[config.mk]
export PLATFORM = sky130hd
export DESIGN_NAME = letter_deque_with_delete_by_value
export DESIGN_NICKNAME = d
export VERILOG_FILES = /design/src/hw/rtl/ldq_pkg.sv /design/src/hw/rtl/ldq_ram.sv /design/src/hw/rtl/ldq_dpath.sv /design/src/hw/rtl/ldq_ctrl.sv /design/src/hw/rtl/letter_deque_with_delete_by_value.sv
export VERILOG_INCLUDE_DIRS = /design/src /design/src/hw/rtl
export SDC_FILE = /design/constraint.sdc
export NUM_CORES = 1
export LEC_CHECK = 0
export BUFFER_PORTS_ARGS = -buffer_cell sky130_fd_sc_hd__buf_2
export CORE_AREA = 4 4 224 226
export DETAILED_ROUTE_END_ITERATION = 10
export DIE_AREA = 0 0 228 230
export GPL_TIMING_DRIVEN = 1
export PLACE_DENSITY_LB_ADDON = 0.05
export SKIP_CTS_REPAIR_TIMING = 1
export SLEW_MARGIN = 0
export SYNTH_ARGS = -nofsm -noshare
export SYNTH_HDL_FRONTEND = slang
export SYNTH_SLANG_ARGS = --single-unit
[constraint.sdc]
create_clock -name clk -period 4.6 [get_ports clk]
set_input_delay 0.92 -clock clk [delete_from_list [all_inputs] [get_ports clk]]
set_output_delay 0.92 -clock clk [all_outputs]
set_load 0.03 [all_outputs]
[src/hw/rtl/letter_deque_with_delete_by_value_assert.svh]
// Assertion macros shared by the letter deque RTL.
// No dependencies; included by the modules that carry checks.
`ifndef LETTER_DEQUE_WITH_DELETE_BY_VALUE_ASSERT_SVH
`define LETTER_DEQUE_WITH_DELETE_BY_VALUE_ASSERT_SVH

// Same-cycle implication, disabled while reset is asserted.
`define LDQ_ASSERT_IMP(label, clk, rst_n, ante, cons, msg) \
	label: assert property (@(posedge clk) disable iff (!rst_n) (ante) |-> (cons)) \
		else $error(msg);

// Next-cycle implication, disabled while reset is asserted.
`define LDQ_ASSERT_NXT(label, clk, rst_n, ante, cons, msg) \
	label: assert property (@(posedge clk) disable iff (!rst_n) (ante) |=> (cons)) \
		else $error(msg);

`endif

[src/hw/rtl/ldq_pkg.sv]
// Shared types and codes for the letter deque.
// No dependencies; used by every module of the block but ldq_ram.
`timescale 1ns / 1ps

package ldq_pkg;

	localparam int CAPACITY_DEF = 64;

	// Operation codes.
	localparam logic [2:0] OP_PUSH_FRONT = 3'd0;
	localparam logic [2:0] OP_PUSH_BACK  = 3'd1;
	localparam logic [2:0] OP_POP_FRONT  = 3'd2;
	localparam logic [2:0] OP_POP_BACK   = 3'd3;
	localparam logic [2:0] OP_DELETE     = 3'd4;
	localparam logic [2:0] OP_SEARCH     = 3'd5;

	// Status codes.
	localparam logic [1:0] ST_OK      = 2'd0;
	localparam logic [1:0] ST_FULL    = 2'd1;
	localparam logic [1:0] ST_EMPTY   = 2'd2;
	localparam logic [1:0] ST_MISSING = 2'd3;

	// Read address select.
	localparam logic [1:0] RD_PTR   = 2'd0;
	localparam logic [1:0] RD_FRONT = 2'd1;
	localparam logic [1:0] RD_BACK  = 2'd2;

	typedef struct packed {
		logic [2:0] operation;
		logic [7:0] letter;
	} ldq_in_t;

	typedef struct packed {
		logic [1:0] status;
		logic [5:0] position;
		logic [6:0] count;
		logic [7:0] front_letter;
		logic [7:0] back_letter;
	} ldq_out_t;

	typedef struct packed {
		logic       load;
		logic       set_status;
		logic [1:0] status;
		logic       push_front;
		logic       push_back;
		logic       pop_front;
		logic       pop_back;
		logic       scan_start;
		logic       scan_step;
		logic       found;
		logic       shift_write;
		logic       shift_done;
		logic [1:0] rd_sel;
		logic       cap_front;
		logic       cap_back;
		logic       clear_ends;
		logic       publish;
	} ldq_cmd_t;

	typedef struct packed {
		logic [2:0] op;
		logic       empty;
		logic       full;
		logic       match;
		logic       read_done;
		logic       out_busy;
	} ldq_sts_t;

endpackage

[src/hw/rtl/ldq_ram.sv]
// Generic single-write, single-read RAM with registered read data.
// No dependencies.
`timescale 1ns / 1ps

module ldq_ram #(
	parameter int WIDTH = 8,
	parameter int DEPTH = 64
) (
	input  logic                                  clk,
	input  logic                                  we,
	input  logic [((DEPTH > 1) ? $clog2(DEPTH) : 1)-1:0] waddr,
	input  logic [WIDTH-1:0]                      wdata,
	input  logic [((DEPTH > 1) ? $clog2(DEPTH) : 1)-1:0] raddr,
	output logic [WIDTH-1:0]                      rdata
);

	logic [WIDTH-1:0] mem_q [DEPTH];

	always_ff @(posedge clk) begin
		if (we) begin
			mem_q[waddr] <= wdata;
		end
		rdata <= mem_q[raddr];
	end

endmodule

[src/hw/rtl/ldq_dpath.sv]
// Datapath of the letter deque: circular letter store, pointers, result register.
// Depends on ldq_pkg, ldq_ram and the assertion macro header.
`timescale 1ns / 1ps
`include "letter_deque_with_delete_by_value_assert.svh"

module ldq_dpath #(
	parameter int CAPACITY = ldq_pkg::CAPACITY_DEF
) (
	input  logic             clk,
	input  logic             arst_n,
	input  ldq_pkg::ldq_in_t  in_data,
	input  ldq_pkg::ldq_cmd_t cmd,
	output ldq_pkg::ldq_sts_t sts,
	output logic             out_valid,
	input  logic             out_ready,
	output ldq_pkg::ldq_out_t out_data
);

	import ldq_pkg::*;

	localparam int AW = (CAPACITY > 1) ? $clog2(CAPACITY) : 1;
	localparam int CW = $clog2(CAPACITY + 1);
	localparam logic [CW-1:0] CAP_C = CW'(CAPACITY);
	localparam logic [AW:0] CAP_W = (AW + 1)'(CAPACITY);
	localparam logic [AW-1:0] LAST_SLOT = AW'(CAPACITY - 1);

	logic [2:0]    op_q;
	logic [7:0]    letter_q;
	logic [1:0]    status_q;
	logic [CW-1:0] pos_q;
	logic [7:0]    front_q;
	logic [7:0]    back_q;
	ldq_out_t      out_q;
	logic          out_valid_q;

	logic [AW-1:0] head_q;
	logic [CW-1:0] cnt_q;
	logic [CW-1:0] ptr_q;
	logic [CW-1:0] cmp_q;
	logic          rvalid_q;

	logic [CW-1:0] cnt_m1;
	logic [CW-1:0] cmp_m1;
	logic [AW-1:0] head_dec;
	logic [AW-1:0] head_inc;
	logic [AW-1:0] tail_addr;
	logic [AW-1:0] ptr_addr;
	logic [AW-1:0] back_addr;
	logic [AW-1:0] shift_addr;
	logic          ptr_live;

	logic          ram_we;
	logic [AW-1:0] ram_waddr;
	logic [7:0]    ram_wdata;
	logic [AW-1:0] ram_raddr;
	logic [7:0]    ram_rdata;

	// Physical slot of a logical position, counted from the front.
	function automatic logic [AW-1:0] wrap_add(input logic [AW-1:0] base,
		input logic [AW-1:0] off);
		logic [AW:0] s;
		s = {1'b0, base} + {1'b0, off};
		if (s >= CAP_W) begin
			s = s - CAP_W;
		end
		return s[AW-1:0];
	endfunction

	always_comb begin
		cnt_m1     = cnt_q - CW'(1);
		cmp_m1     = cmp_q - CW'(1);
		head_dec   = (head_q == '0) ? LAST_SLOT : head_q - AW'(1);
		head_inc   = wrap_add(head_q, AW'(1));
		tail_addr  = wrap_add(head_q, cnt_q[AW-1:0]);
		ptr_addr   = wrap_add(head_q, ptr_q[AW-1:0]);
		back_addr  = wrap_add(head_q, cnt_m1[AW-1:0]);
		shift_addr = wrap_add(head_q, cmp_m1[AW-1:0]);
		ptr_live   = ptr_q < cnt_q;
	end

	always_comb begin
		case (cmd.rd_sel)
			RD_FRONT: ram_raddr = head_q;
			RD_BACK:  ram_raddr = back_addr;
			default:  ram_raddr = ptr_addr;
		endcase
	end

	always_comb begin
		ram_we    = 1'b0;
		ram_waddr = shift_addr;
		ram_wdata = ram_rdata;
		if (cmd.push_front) begin
			ram_we    = 1'b1;
			ram_waddr = head_dec;
			ram_wdata = letter_q;
		end else if (cmd.push_back) begin
			ram_we    = 1'b1;
			ram_waddr = tail_addr;
			ram_wdata = letter_q;
		end else if (cmd.shift_write && rvalid_q) begin
			// Each letter behind the deleted one moves one place toward the front.
			ram_we    = 1'b1;
		end
	end

	ldq_ram #(
		.WIDTH(8),
		.DEPTH(CAPACITY)
	) u_ram (
		.clk   (clk),
		.we    (ram_we),
		.waddr (ram_waddr),
		.wdata (ram_wdata),
		.raddr (ram_raddr),
		.rdata (ram_rdata)
	);

	always_comb begin
		sts.op        = op_q;
		sts.empty     = (cnt_q == '0);
		sts.full      = (cnt_q == CAP_C);
		sts.match     = rvalid_q && (ram_rdata == letter_q);
		sts.read_done = !rvalid_q && !ptr_live;
		sts.out_busy  = out_valid_q && !out_ready;
	end

	always_ff @(posedge clk or negedge arst_n) begin
		if (!arst_n) begin
			head_q      <= '0;
			cnt_q       <= '0;
			ptr_q       <= '0;
			cmp_q       <= '0;
			rvalid_q    <= 1'b0;
			out_valid_q <= 1'b0;
		end else begin
			if (cmd.push_front) begin
				head_q <= head_dec;
				cnt_q  <= cnt_q + CW'(1);
			end else if (cmd.push_back) begin
				cnt_q <= cnt_q + CW'(1);
			end else if (cmd.pop_front) begin
				head_q <= head_inc;
				cnt_q  <= cnt_m1;
			end else if (cmd.pop_back || cmd.shift_done) begin
				cnt_q <= cnt_m1;
			end

			if (cmd.scan_start) begin
				ptr_q    <= '0;
				rvalid_q <= 1'b0;
			end else if (cmd.found) begin
				ptr_q    <= cmp_q + CW'(1);
				rvalid_q <= 1'b0;
			end else if (cmd.scan_step) begin
				rvalid_q <= ptr_live;
				cmp_q    <= ptr_q;
				if (ptr_live) begin
					ptr_q <= ptr_q + CW'(1);
				end
			end

			if (cmd.publish) begin
				out_valid_q <= 1'b1;
			end else if (out_ready) begin
				out_valid_q <= 1'b0;
			end
		end
	end

	always_ff @(posedge clk) begin
		if (cmd.load) begin
			op_q     <= in_data.operation;
			letter_q <= in_data.letter;
			status_q <= ST_OK;
			pos_q    <= '0;
		end
		if (cmd.set_status) begin
			status_q <= cmd.status;
		end
		if (cmd.found) begin
			pos_q <= cmp_q;
		end
		if (cmd.clear_ends) begin
			front_q <= '0;
			back_q  <= '0;
		end
		if (cmd.cap_front) begin
			front_q <= ram_rdata;
		end
		if (cmd.cap_back) begin
			back_q <= ram_rdata;
		end
		if (cmd.publish) begin
			out_q.status       <= status_q;
			out_q.position     <= 6'(pos_q);
			out_q.count        <= 7'(cnt_q);
			out_q.front_letter <= front_q;
			out_q.back_letter  <= back_q;
		end
	end

	assign out_valid = out_valid_q;
	assign out_data  = out_q;

	`LDQ_ASSERT_IMP(a_cnt_bound, clk, arst_n, 1'b1, cnt_q <= CAP_C,
		"letter count above capacity")
	`LDQ_ASSERT_IMP(a_push_room, clk, arst_n, cmd.push_front || cmd.push_back,
		cnt_q != CAP_C, "push commanded into a full store")
	`LDQ_ASSERT_IMP(a_pop_live, clk, arst_n, cmd.pop_front || cmd.pop_back || cmd.shift_done,
		cnt_q != '0, "removal commanded on an empty store")
	`LDQ_ASSERT_IMP(a_shift_slot, clk, arst_n, cmd.shift_write && rvalid_q, cmp_q != '0,
		"shift write aimed in front of the first slot")
	`LDQ_ASSERT_NXT(a_publish, clk, arst_n, cmd.publish, out_valid_q,
		"result not presented after publish")

endmodule

[src/hw/rtl/ldq_ctrl.sv]
// Controller state machine of the letter deque.
// Depends on ldq_pkg; drives the datapath through ldq_cmd_t.
`timescale 1ns / 1ps

module ldq_ctrl (
	input  logic              clk,
	input  logic              arst_n,
	input  logic              in_valid,
	output logic              in_ready,
	output ldq_pkg::ldq_cmd_t cmd,
	input  ldq_pkg::ldq_sts_t sts
);

	import ldq_pkg::*;

	localparam logic [2:0] S_IDLE  = 3'd0;
	localparam logic [2:0] S_EXEC  = 3'd1;
	localparam logic [2:0] S_SCAN  = 3'd2;
	localparam logic [2:0] S_SHIFT = 3'd3;
	localparam logic [2:0] S_FRONT = 3'd4;
	localparam logic [2:0] S_BACK  = 3'd5;
	localparam logic [2:0] S_BACKW = 3'd6;
	localparam logic [2:0] S_DONE  = 3'd7;

	logic [2:0] state_q;
	logic [2:0] state_d;

	always_comb begin
		cmd     = '0;
		cmd.rd_sel = RD_PTR;
		state_d = state_q;
		unique case (state_q)
			S_IDLE: begin
				if (in_valid) begin
					cmd.load = 1'b1;
					state_d  = S_EXEC;
				end
			end
			S_EXEC: begin
				state_d = S_FRONT;
				unique case (sts.op) inside
					OP_PUSH_FRONT: begin
						if (sts.full) begin
							cmd.set_status = 1'b1;
							cmd.status     = ST_FULL;
						end else begin
							cmd.push_front = 1'b1;
						end
					end
					OP_PUSH_BACK: begin
						if (sts.full) begin
							cmd.set_status = 1'b1;
							cmd.status     = ST_FULL;
						end else begin
							cmd.push_back = 1'b1;
						end
					end
					OP_POP_FRONT: begin
						if (sts.empty) begin
							cmd.set_status = 1'b1;
							cmd.status     = ST_EMPTY;
						end else begin
							cmd.pop_front = 1'b1;
						end
					end
					OP_POP_BACK: begin
						if (sts.empty) begin
							cmd.set_status = 1'b1;
							cmd.status     = ST_EMPTY;
						end else begin
							cmd.pop_back = 1'b1;
						end
					end
					OP_DELETE, OP_SEARCH: begin
						if (sts.empty) begin
							cmd.set_status = 1'b1;
							cmd.status     = ST_EMPTY;
						end else begin
							cmd.scan_start = 1'b1;
							state_d        = S_SCAN;
						end
					end
					default: ;
				endcase
			end
			S_SCAN: begin
				// Reads are issued one per cycle; each compare happens in the cycle after its read.
				if (sts.match) begin
					cmd.found = 1'b1;
					state_d   = (sts.op == OP_DELETE) ? S_SHIFT : S_FRONT;
				end else if (sts.read_done) begin
					cmd.set_status = 1'b1;
					cmd.status     = ST_MISSING;
					state_d        = S_FRONT;
				end else begin
					cmd.scan_step = 1'b1;
				end
			end
			S_SHIFT: begin
				if (sts.read_done) begin
					cmd.shift_done = 1'b1;
					state_d        = S_FRONT;
				end else begin
					cmd.scan_step   = 1'b1;
					cmd.shift_write = 1'b1;
				end
			end
			S_FRONT: begin
				if (sts.empty) begin
					cmd.clear_ends = 1'b1;
					state_d        = S_DONE;
				end else begin
					cmd.rd_sel = RD_FRONT;
					state_d    = S_BACK;
				end
			end
			S_BACK: begin
				cmd.rd_sel    = RD_BACK;
				cmd.cap_front = 1'b1;
				state_d       = S_BACKW;
			end
			S_BACKW: begin
				cmd.cap_back = 1'b1;
				state_d      = S_DONE;
			end
			S_DONE: begin
				if (!sts.out_busy) begin
					cmd.publish = 1'b1;
					state_d     = S_IDLE;
				end
			end
			default: state_d = S_IDLE;
		endcase
	end

	always_ff @(posedge clk or negedge arst_n) begin
		if (!arst_n) begin
			state_q <= S_IDLE;
		end else begin
			state_q <= state_d;
		end
	end

	assign in_ready = (state_q == S_IDLE);

endmodule

[src/hw/rtl/letter_deque_with_delete_by_value.sv]
// Letter deque with delete and search by value: one operation per transfer in, one
// result per transfer out, one operation in flight at a time. Letters sit in a single
// circular RAM with one read and one write port, so a search or delete runs as a
// scan over the stored letters, one read a cycle (a delete's compaction continues on
// the same port). A finished result waits in an output register, so the next
// transfer in is taken while the previous result is still pending. No clearing pass
// follows reset. Depends on ldq_pkg, ldq_ctrl and ldq_dpath.
`timescale 1ns / 1ps

module letter_deque_with_delete_by_value #(
	parameter int CAPACITY = ldq_pkg::CAPACITY_DEF
) (
	input  logic             clk,
	input  logic             arst_n,
	input  logic             in_valid,
	output logic             in_ready,
	input  ldq_pkg::ldq_in_t  in_data,
	output logic             out_valid,
	input  logic             out_ready,
	output ldq_pkg::ldq_out_t out_data
);

	import ldq_pkg::*;

	ldq_cmd_t cmd;
	ldq_sts_t sts;

	ldq_ctrl u_ctrl (
		.clk      (clk),
		.arst_n   (arst_n),
		.in_valid (in_valid),
		.in_ready (in_ready),
		.cmd      (cmd),
		.sts      (sts)
	);

	ldq_dpath #(
		.CAPACITY(CAPACITY)
	) u_dpath (
		.clk       (clk),
		.arst_n    (arst_n),
		.in_data   (in_data),
		.cmd       (cmd),
		.sts       (sts),
		.out_valid (out_valid),
		.out_ready (out_ready),
		.out_data  (out_data)
	);

endmodule

# Yosys cells after proc, flatten, opt, wreduce, memory -nomap -nowiden
# Memory sizes are Yosys's and may differ from the RTL's. A register that Yosys moved wholly into a read port is not among the register bits.
# Index checks and enable logic that the tools add are counted.
# word_totals
ff_bits,98
word_cells,169
mem_bits_rw,512
out_inout_bits,33
inputBits,15
memories,1
# mem_list
memory,depth,width,rd,rd_ports_with_merged_regs,write_ports,line_no,rtl
u_dpath.u_ram.mem_q,64,8,1,1,1,ldq_ram.sv:17,logic [WIDTH-1:0] mem_q [DEPTH];
# classes
muxes,79
n_bitwise,2
reduce_logical,28
n_eq_ne,19
addsub,16
order_cmp,6
# ops
op,count
two-way mux 6 bit,13
two-way mux 7 bit,8
subtractor 6 x 1 -> 6 bit (second input constant),7
two-way mux 8 bit,5
greater-or-equal comparator 7 bit (second input constant),5
two-way mux 3 bit,11
two-way mux 1 bit,31
adder 6 x 6 -> 7 bit,4
case mux 3 bit (8 select lines),1
adder 7 x 1 -> 7 bit (second input constant),3
equality test 3 bit (second input constant),6
equality test 3 x 2 -> 1 bit (second input constant),4
case mux 3 bit (2 select lines),2
case mux 6 bit (2 select lines),1
nonzero test 2 bit,6
equality test 8 bit,1
two-way mux 2 bit,4
adder 6 x 1 -> 7 bit (second input constant),1
equality test 7 bit (second input constant),1
zero test 7 bit,1
less-than comparator 7 bit,1
subtractor 7 x 1 -> 7 bit (second input constant),1
equality test 3 x 1 -> 1 bit (second input constant),2
zero test 3 bit,2
other kinds (18),29

# Depth between registers and ports, before layout
# Gate-level depths: netlist (run 1).
# depth
ltp_word,11
depth_mapped,21
ltp_nobuf,18

# Hierarchy
# A second synthesis (run 1) with hierarchy kept.
# hier_totals
hier_cells,1472
area_unflattened_um2,25734.7
# modules_own_cells
module,n_inst,area_each_um2,cells_each
ldq_ram,1,20166.8,940
ldq_dpath,1,5061.1,469
ldq_ctrl,1,506.7,63

# Worst setup path before layout (run 1)
# Ideal clock, no wire load.
# synth_path
path_kind,register -> register
start,register u_dpath.cnt_q[0]
end,memory u_dpath.u_ram.mem_q[43][0] (enable)
path_stages_with_launch,20
slack_ns,-0.248
path_buffers,4
setup_time_ns,0.383
arrival_ns,4.464
synth_period_minus_slack_ns,4.848
required_ns,4.217
path_cell_list,dfrtp_1 -> buf_6 -> inv_1 -> ha_1 -> nor3b_1 -> a311oi_4 -> nand2_1 -> clkbuf_1 -> o21ai_0 -> ha_1 -> a21oi_1 -> nand2_1 -> a21o_1 -> a21oi_1 -> xor3_1 -> o21ai_1 -> or2_2 -> clkbuf_1 -> buf_2 -> nor3_1
# synth_between
elab_chain_cells,11
elab_cells_between_ends,22
classes_between,add/sub (2); order compare (2); eq/ne (1); mux (14); reduce/logical (3)
# synth_lines
element,line_no,rtl
"start, declared",ldq_dpath.sv:37,logic [CW-1:0] cnt_q;
"start signal, assigned",ldq_dpath.sv:139,cnt_q <= cnt_q + CW'(1);
"start signal, assigned",ldq_dpath.sv:141,cnt_q <= cnt_q + CW'(1);
"start signal, assigned",ldq_dpath.sv:144,cnt_q <= cnt_m1;
less-than comparator 7 bit,ldq_dpath.sv:78,ptr_live = ptr_q < cnt_q;
zero test 1 bit,ldq_dpath.sv:124,sts.read_done = !rvalid_q && !ptr_live;
logical AND 1 bit,ldq_dpath.sv:124,
two-way mux 1 bit,ldq_ctrl.sv:100,if (sts.read_done) begin
two-way mux 2 bit,ldq_ctrl.sv:32,unique case (state_q)
logical AND 1 bit,ldq_dpath.sv:101,end else if (cmd.shift_write && rvalid_q) begin
two-way mux 1 bit,ldq_dpath.sv:101,
two-way mux 1 bit,ldq_dpath.sv:97,end else if (cmd.push_back) begin
two-way mux 1 bit,ldq_dpath.sv:93,if (cmd.push_front) begin
two-way mux 1 bit,ldq_ram.sv:20,if (we) begin
two-way mux 1 bit (implied by the code),ldq_ram.sv:21,mem_q[waddr] <= wdata;
"end, declared",ldq_ram.sv:17,
# Several ways; a longest one is shown, not always the timed one.

# Worst setup path in the final report (run 1)
# layout_path
start,register u_ctrl.state_q[2]
end,memory u_dpath.u_ram.mem_q[56][6] (enable)
# layout_between
elab_chain_cells,8
elab_cells_between_ends,12
classes_between,eq/ne (2); mux (9); reduce/logical (1)
# layout_lines
element,line_no,rtl
"start, declared",ldq_ctrl.sv:25,logic [2:0] state_q;
"start signal, assigned",ldq_ctrl.sv:140,state_q <= state_d;
equality test 3 x 2 -> 1 bit,ldq_ctrl.sv:32,
two-way mux 2 bit,ldq_ctrl.sv:32,
logical AND 1 bit,ldq_dpath.sv:101,
two-way mux 1 bit,ldq_dpath.sv:101,
two-way mux 1 bit,ldq_dpath.sv:97,
two-way mux 1 bit,ldq_dpath.sv:93,
two-way mux 1 bit,ldq_ram.sv:20,
two-way mux 1 bit (implied by the code),ldq_ram.sv:21,
# Several ways; a longest one is shown, not always the timed one.

==> out/qor.yml, run 1 <==
core_um2: 48300
synthFlopType: "edfxtp_1"
place_area_um2: 28200
layout-drive-gt1-share: 0.157
io_buffers: 47
crit_path_max_incr_delay_ns: 0.57
cts_tree: "done"
synth.distinct_cells: 66
final_min_period_over_clock_period: 0.947
syn_inst: 2038
ys_seq_area_frac: 0.696
cp_common_cell: "buf_4"
drtPass1Iterations: 5
hold_viol: 0
drt_first_iter_violations: 1916
maxSlewViolCount: 0
dp_hpwl_um: 41100
cts_sinks: 618
fill_cells: 3670
startpoint_type: "flip-flop"
root_buffer: "clkbuf_16"
cts_buffer_depth: 3
status: "finished, final reports clean"
crit_path_top_delay_cell: "or4b_4"
fp.dieH_um: 230
hold_path_class: "in -> async"
gp_congestion: 0.888
antenna_found_initial: 0
wire_per_inst_um: 23.5
yosysTopAreaCell: "edfxtp_1"
vias: 17162
dp_slack_ns: -0.0188
m1WireLength_um: 28800
worstRegToRegCells: 17
end_kind: "flip-flop"
ys_ff_latch: 618
vias_per_cell: 6.03
drc_errors: 0
cp_max_fo: 8
fin_nets: 2210
synth_edf_count: 578
die_w_um: 228
worstPathCellList: "or4b_4 > a311oi_4 > nand2_2 > buf_4 > a21oi_1 > ha_1 > inv_1 > fa_1 > nor2b_1 > o21ai_0 > nand2b_1 > xnor2_1 > o21a_1 > or4_1 > buf_4 > nor2_1 > buf_4"
cp_num_cells: 17
clkTransAtPathRegs_ns: 0.06
finalCoreUtilization: 0.629
grt_first_pass_wirelength_um: 101000
grt.overflow.total: 0
met3_length_um: 4850
routed-wl-met2_um: 31100
synth_nets: 2079
ys_async_sr_fraction: 0.0518
initial_core_util: 0.544
worstSkewPairLatency_ns: 0.61
syn-cell-area_um2: 26300
synth_commonest_cells: "edfxtp_1, nand2_1, a311oi_1"
routed.top_layer: "met4"
rsz0062_at_grt: "no"
die-area_um2: 52400
clock.fmax_mhz: 230
crit_arrival_ns: 4.68
crit_type: "reg -> reg"
syn2layout_area_growth_pct: 15.6
crit_family: "simple AND/OR/NAND/NOR gates"
cts_htree_levels: 3
worstMarginPinSlew_ns: 0.989
grt_max_degree: 86
yosysMostFrequentCell: "edfxtp_1"
synth_top_area_frac: 0.659
wl_um: 66900
final.min_clock_period_ns: 4.36
num_rows: 81
cap_violations: 0
grtUsageTotal: 0.253
cts_buffers: 67
grt_pass1_vias: 16674
io_pins: 48
maxSlewHeadroom: 0.341
crit_required_ns: 4.92
ys_warn_count: 0
synthTopCellsByArea: "edfxtp_1, nand2_1, a311oi_1"
crit_buf_inv: 4
n_antenna_cell: 0
fin_ws_ns: 0.244
finClkSkew_ns: 0.0171
drtAntennaViolNets: 0
avgSynthCellArea_um2: 12.9
setup_viol: 0
fin_area_um2: 30400
## cells by family (layout without fill, tap and decap cells)
kind of cell	count (synthesis)	count (layout)	synth area share
buffers and inverters	157	343	0.0247
AOI/OAI and AO/OA	380	380	0.105
xor gates and xnor gates	45	45	0.0161
DFF	618	618	0.696
muxes	26	26	0.0116
adders and majority gates	26	26	0.0129
and+or+nand+nor	786	786	0.134
## per-layer routing
layer | global-route usage | vias up
met3 | 0.0467 | 127
li1 | - | 7938
met5 | 0 | -
met1 | 0.359 | 8440
met2 | 0.400 | 657
met4 | 0.0848 | 0
## state kept, by name, indices dropped and copies added, names as in the netlist
signal               count
u_dpath.u_ram.rdata      8
u_dpath.rvalid_q         1
u_dpath.cnt_q            7
u_dpath.out_valid        1
u_dpath.cmp_q            7
u_dpath.ptr_q            7
u_dpath.head_q           6
u_dpath.front_q          8
u_dpath.status_q         2
u_ctrl.state_q           3
u_dpath.pos_q            6
u_dpath.letter_q         8
u_dpath.out_data        31
u_dpath.u_ram.mem_q    512
u_dpath.back_q           8
u_dpath.op_q             3
## worst reg2reg max path: stages (launching register included)
cell and delay [ns]:
dfrtp_1 0.39, or4b_4 0.57, a311oi_4 0.27, nand2_2 0.13, buf_4 0.19, a21oi_1 0.15, ha_1 0.19, inv_1 0.06
fa_1 0.42, nor2b_1 0.12, o21ai_0 0.08, nand2b_1 0.11, xnor2_1 0.11, o21a_1 0.22, or4_1 0.55, buf_4 0.20
nor2_1 0.14, buf_4 0.17
## cell type report
type | instances | area, um^2 | share of cell area
inverters | 16 | 60.1 | 0.00197
clock inverters | 35 | 290 | 0.00954
flip-flops and latches | 618 | 18300 | 0.602
multi-input cells | 1263 | 7570 | 0.249
clock buffers | 89 | 1800 | 0.0592
well taps | 622 | 778 | 0.0256
repair buffers | 203 | 1590 | 0.0524
## final timing paths
| path | start | end | slack [ns] |
|---|---|---|---|
| max in group asynchronous | arst_n | u_dpath.head_q[4] | 3.70 |
| worst max-delay path | u_ctrl.state_q[2] | u_dpath.u_ram.mem_q[56][6] | 0.24 |
| min in group clk | u_dpath.pos_q[5] | u_dpath.out_data[28] | 0.42 |
| worst min-delay path | arst_n | u_dpath.ptr_q[4] | 0.39 |
| worst min register to register | u_dpath.pos_q[5] | u_dpath.out_data[28] | 0.42 |
| worst max register to register | u_ctrl.state_q[2] | u_dpath.u_ram.mem_q[56][6] | 0.24 |
## metrics by stage
step,setup TNS [ns],instances,hold slack (ns)
floorplan,-14.22,2038,0.400
global placement,-0.350,2717,0.401
detailed placement,-0.146,2717,0.406
CTS,-0.693,2841,0.385
global route,0,2846,0.424
finish,0,2846,0.392
## placed cells by master (no fill, tap or decap), drive strengths merged, types with 11 or more instances in the layout
master  netlist  routed
a211oi       41      41
a311oi       97      97
nand3        77      77
nor3         35      35
clkbuf       94      89
nand2       434     434
nor2b        71      71
inv          15      21
a31oi        36      36
xnor2        33      33
dfrtp        32      32
nor2         89      89
mux2i        11      11
a221oi       64      64
buf          47     203
or4          11      11
a21oi        89      89
nand2b       12      12
and2         16      16
mux2         15      15
edfxtp      578     578
ha           24      24
clkinv        1      26
o21ai        24      24
Power of run 1 is not shown: default switching activity piles up to over one toggle a cycle in this logic, so the estimate is an artifact.
==> run 2: changes to the inputs <==
Settings changed: ABC_AREA from default to 1, CORE_AREA 4 4 224 226 to 4 4 277 198, DIE_AREA 0 0 228 230 to 0 0 281 202.
Clock period 4.6 ns to 5.55 ns, I/O delays scaled along.
==> out/qor.yml, run 2 <==
wl_um: 73700
core_um2: 51900
clock.fmax_mhz: 210
clkTransAtPathRegs_ns: 0.06
startpoint_type: "flip-flop"
dp.cells: 3493
largest_register_ffs: 512
grt.overflow.total: 0
end_kind: "flip-flop"
wire_per_inst_um: 20.5
fp.dieH_um: 202
ys_ff_latch: 618
vias: 19809
grt_first_pass_wirelength_um: 113000
crit_arrival_ns: 5.02
cts_buffers: 59
synth_xor_area_frac: 0.00801
status: "finished, final reports clean"
drc_errors: 0
grtUsageTotal: 0.261
io_buffers: 47
gp_congestion: 0.907
fin_nets: 2911
antenna_found_initial: 1
dp_slack_ns: 0.749
hold_path_class: "reg -> reg"
rsz0062_at_grt: "no"
muxShareOfSynthArea: 0
synth_fa_ha_area_frac: 0.0120
cts_htree_levels: 2
synth_top_area_frac: 0.611
worstMarginPinSlew_ns: 1.07
fill_cells: 4316
syn2layout_area_growth_pct: 9.89
crit_required_ns: 5.80
final.min_clock_period_ns: 4.77
maxSlewHeadroom: 0.283
syn-cell-area_um2: 28400
initial_core_util: 0.547
root_buffer: "clkbuf_16"
grt_max_degree: 89
layout-drive-gt1-share: 0.0806
ys_async_sr_fraction: 0.0518
cap_violations: 0
vias_per_cell: 5.50
cts_buffer_depth: 3
setup_viol: 0
drtPass1Iterations: 6
ys_seq_area_frac: 0.644
regMostFlops: "u_dpath.u_ram.mem_q"
grt_pass1_vias: 18662
synthFlopType: "edfxtp_1"
finClkSkew_ns: 0.0179
synth.distinct_cells: 40
drtAntennaViolNets: 0
dp_hpwl_um: 46000
stdcell_count: 3601
cts_tree: "done"
cts_sinks: 618
synth_nets: 2892
avgSynthCellArea_um2: 9.97
hold_viol: 0
crit_type: "reg -> reg"
final_min_period_over_clock_period: 0.859
die_w_um: 281
die-area_um2: 56800
final_common_cell: "nand2_1"
syn_inst: 2851
synth_edf_count: 578
synth_top_family_by_area: "simple AND/OR/NAND/NOR gates"
drt_first_iter_violations: 2320
final_cell_mix: "nand2_1, edfxtp_1, nand3_1"
yosys.area_share.simple: 0.219
yosysTopAreaCell: "edfxtp_1"
synth_compound_area_frac: 0.0173
whs_ns: 0.416
synthTopCellsByArea: "edfxtp_1, nand3_1, nand2_1"
ys_warn_count: 0
worstSkewPairLatency_ns: 0.62
synth_commonest_cells: "nand2_1, edfxtp_1, nand3_1"
io_pins: 48
fin_setup_tns_ns: 0
n_antenna_cell: 0
cp_max_fo: 12
fin_ws_ns: 0.782
maxSlewViolCount: 0
num_rows: 70
yosysMostFrequentCell: "nand2_1"
[run 2: final timing paths]
| check | cells after the start | end | start | slack [ns] |
|---|---|---|---|---|
| worst max-delay path | 18 | u_dpath.u_ram.mem_q[21][0] | u_dpath.cnt_q[0] | 0.78 |
| worst min-delay path | 0 | u_dpath.out_data[23] | u_dpath.pos_q[0] | 0.42 |
| worst max register to register | 18 | u_dpath.u_ram.mem_q[21][0] | u_dpath.cnt_q[0] | 0.78 |
| worst min register to register | 0 | u_dpath.out_data[23] | u_dpath.pos_q[0] | 0.42 |
| max in group asynchronous | 1 | u_dpath.ptr_q[0] | arst_n | 4.40 |
| min in group asynchronous | 1 | u_dpath.out_valid | arst_n | 0.58 |
[run 2: metal layers]
layer / wire length [um] / part of all wire / GRT usage
met3: 7320 / 0.099 / 0.0570
met4: 1150 / 0.016 / 0.0508
met1: 35200 / 0.48 / 0.425
met5: 0 / 0 / 0
met2: 30000 / 0.41 / 0.360
[run 2: worst max-delay path, cell delays in order (launching register included)]
cell,delay (ns)
dfrtp_1,0.45
inv_1,0.15
ha_1,0.22
nand2_2,0.08
nor2_4,0.13
nand3_1,0.12
nor2_2,0.19
nor2_4,0.04
nand2_1,0.28
nand2_1,0.08
o21ai_0,0.09
ha_1,0.20
inv_1,0.06
fa_1,0.42
xnor2_1,0.20
a21oi_2,0.10
nor2_1,0.18
nand2_1,0.56
nor2_1,0.83
[run 2: cells by family (layout without fill, tap and decap cells)]
group	after synthesis	in the layout
AO/OA/AOI/OAI	85	85
XOR/XNOR	26	26
adder cells (fa/ha/maj)	26	26
buffers and inverters	696	762
flip-flops	618	618
AND/OR/NAND/NOR	1400	1400
[run 2: layout make-up]
class / count / area, um^2 / share of cell area
Inverter: 575 / 2160 / 0.0691
Multi-Input combinational cell: 1537 / 7410 / 0.237
Clock buffer: 73 / 1570 / 0.0503
Timing Repair Buffer: 79 / 551 / 0.0176
Sequential cell: 618 / 18300 / 0.586
Tap cell: 684 / 856 / 0.0274
Clock inverter: 35 / 379 / 0.0121
[run 2: through the flow]
step | util | instance area [um^2]
2_1_floorplan | - | 28400
3_3_place_gp | 0.564 | 29300
3_5_place_dp | 0.564 | 29300
4_1_cts | 0.602 | 31200
5_1_grt | 0.602 | 31200
6_report | 0.602 | 31200
Power of run 2 is left out for the same reason.
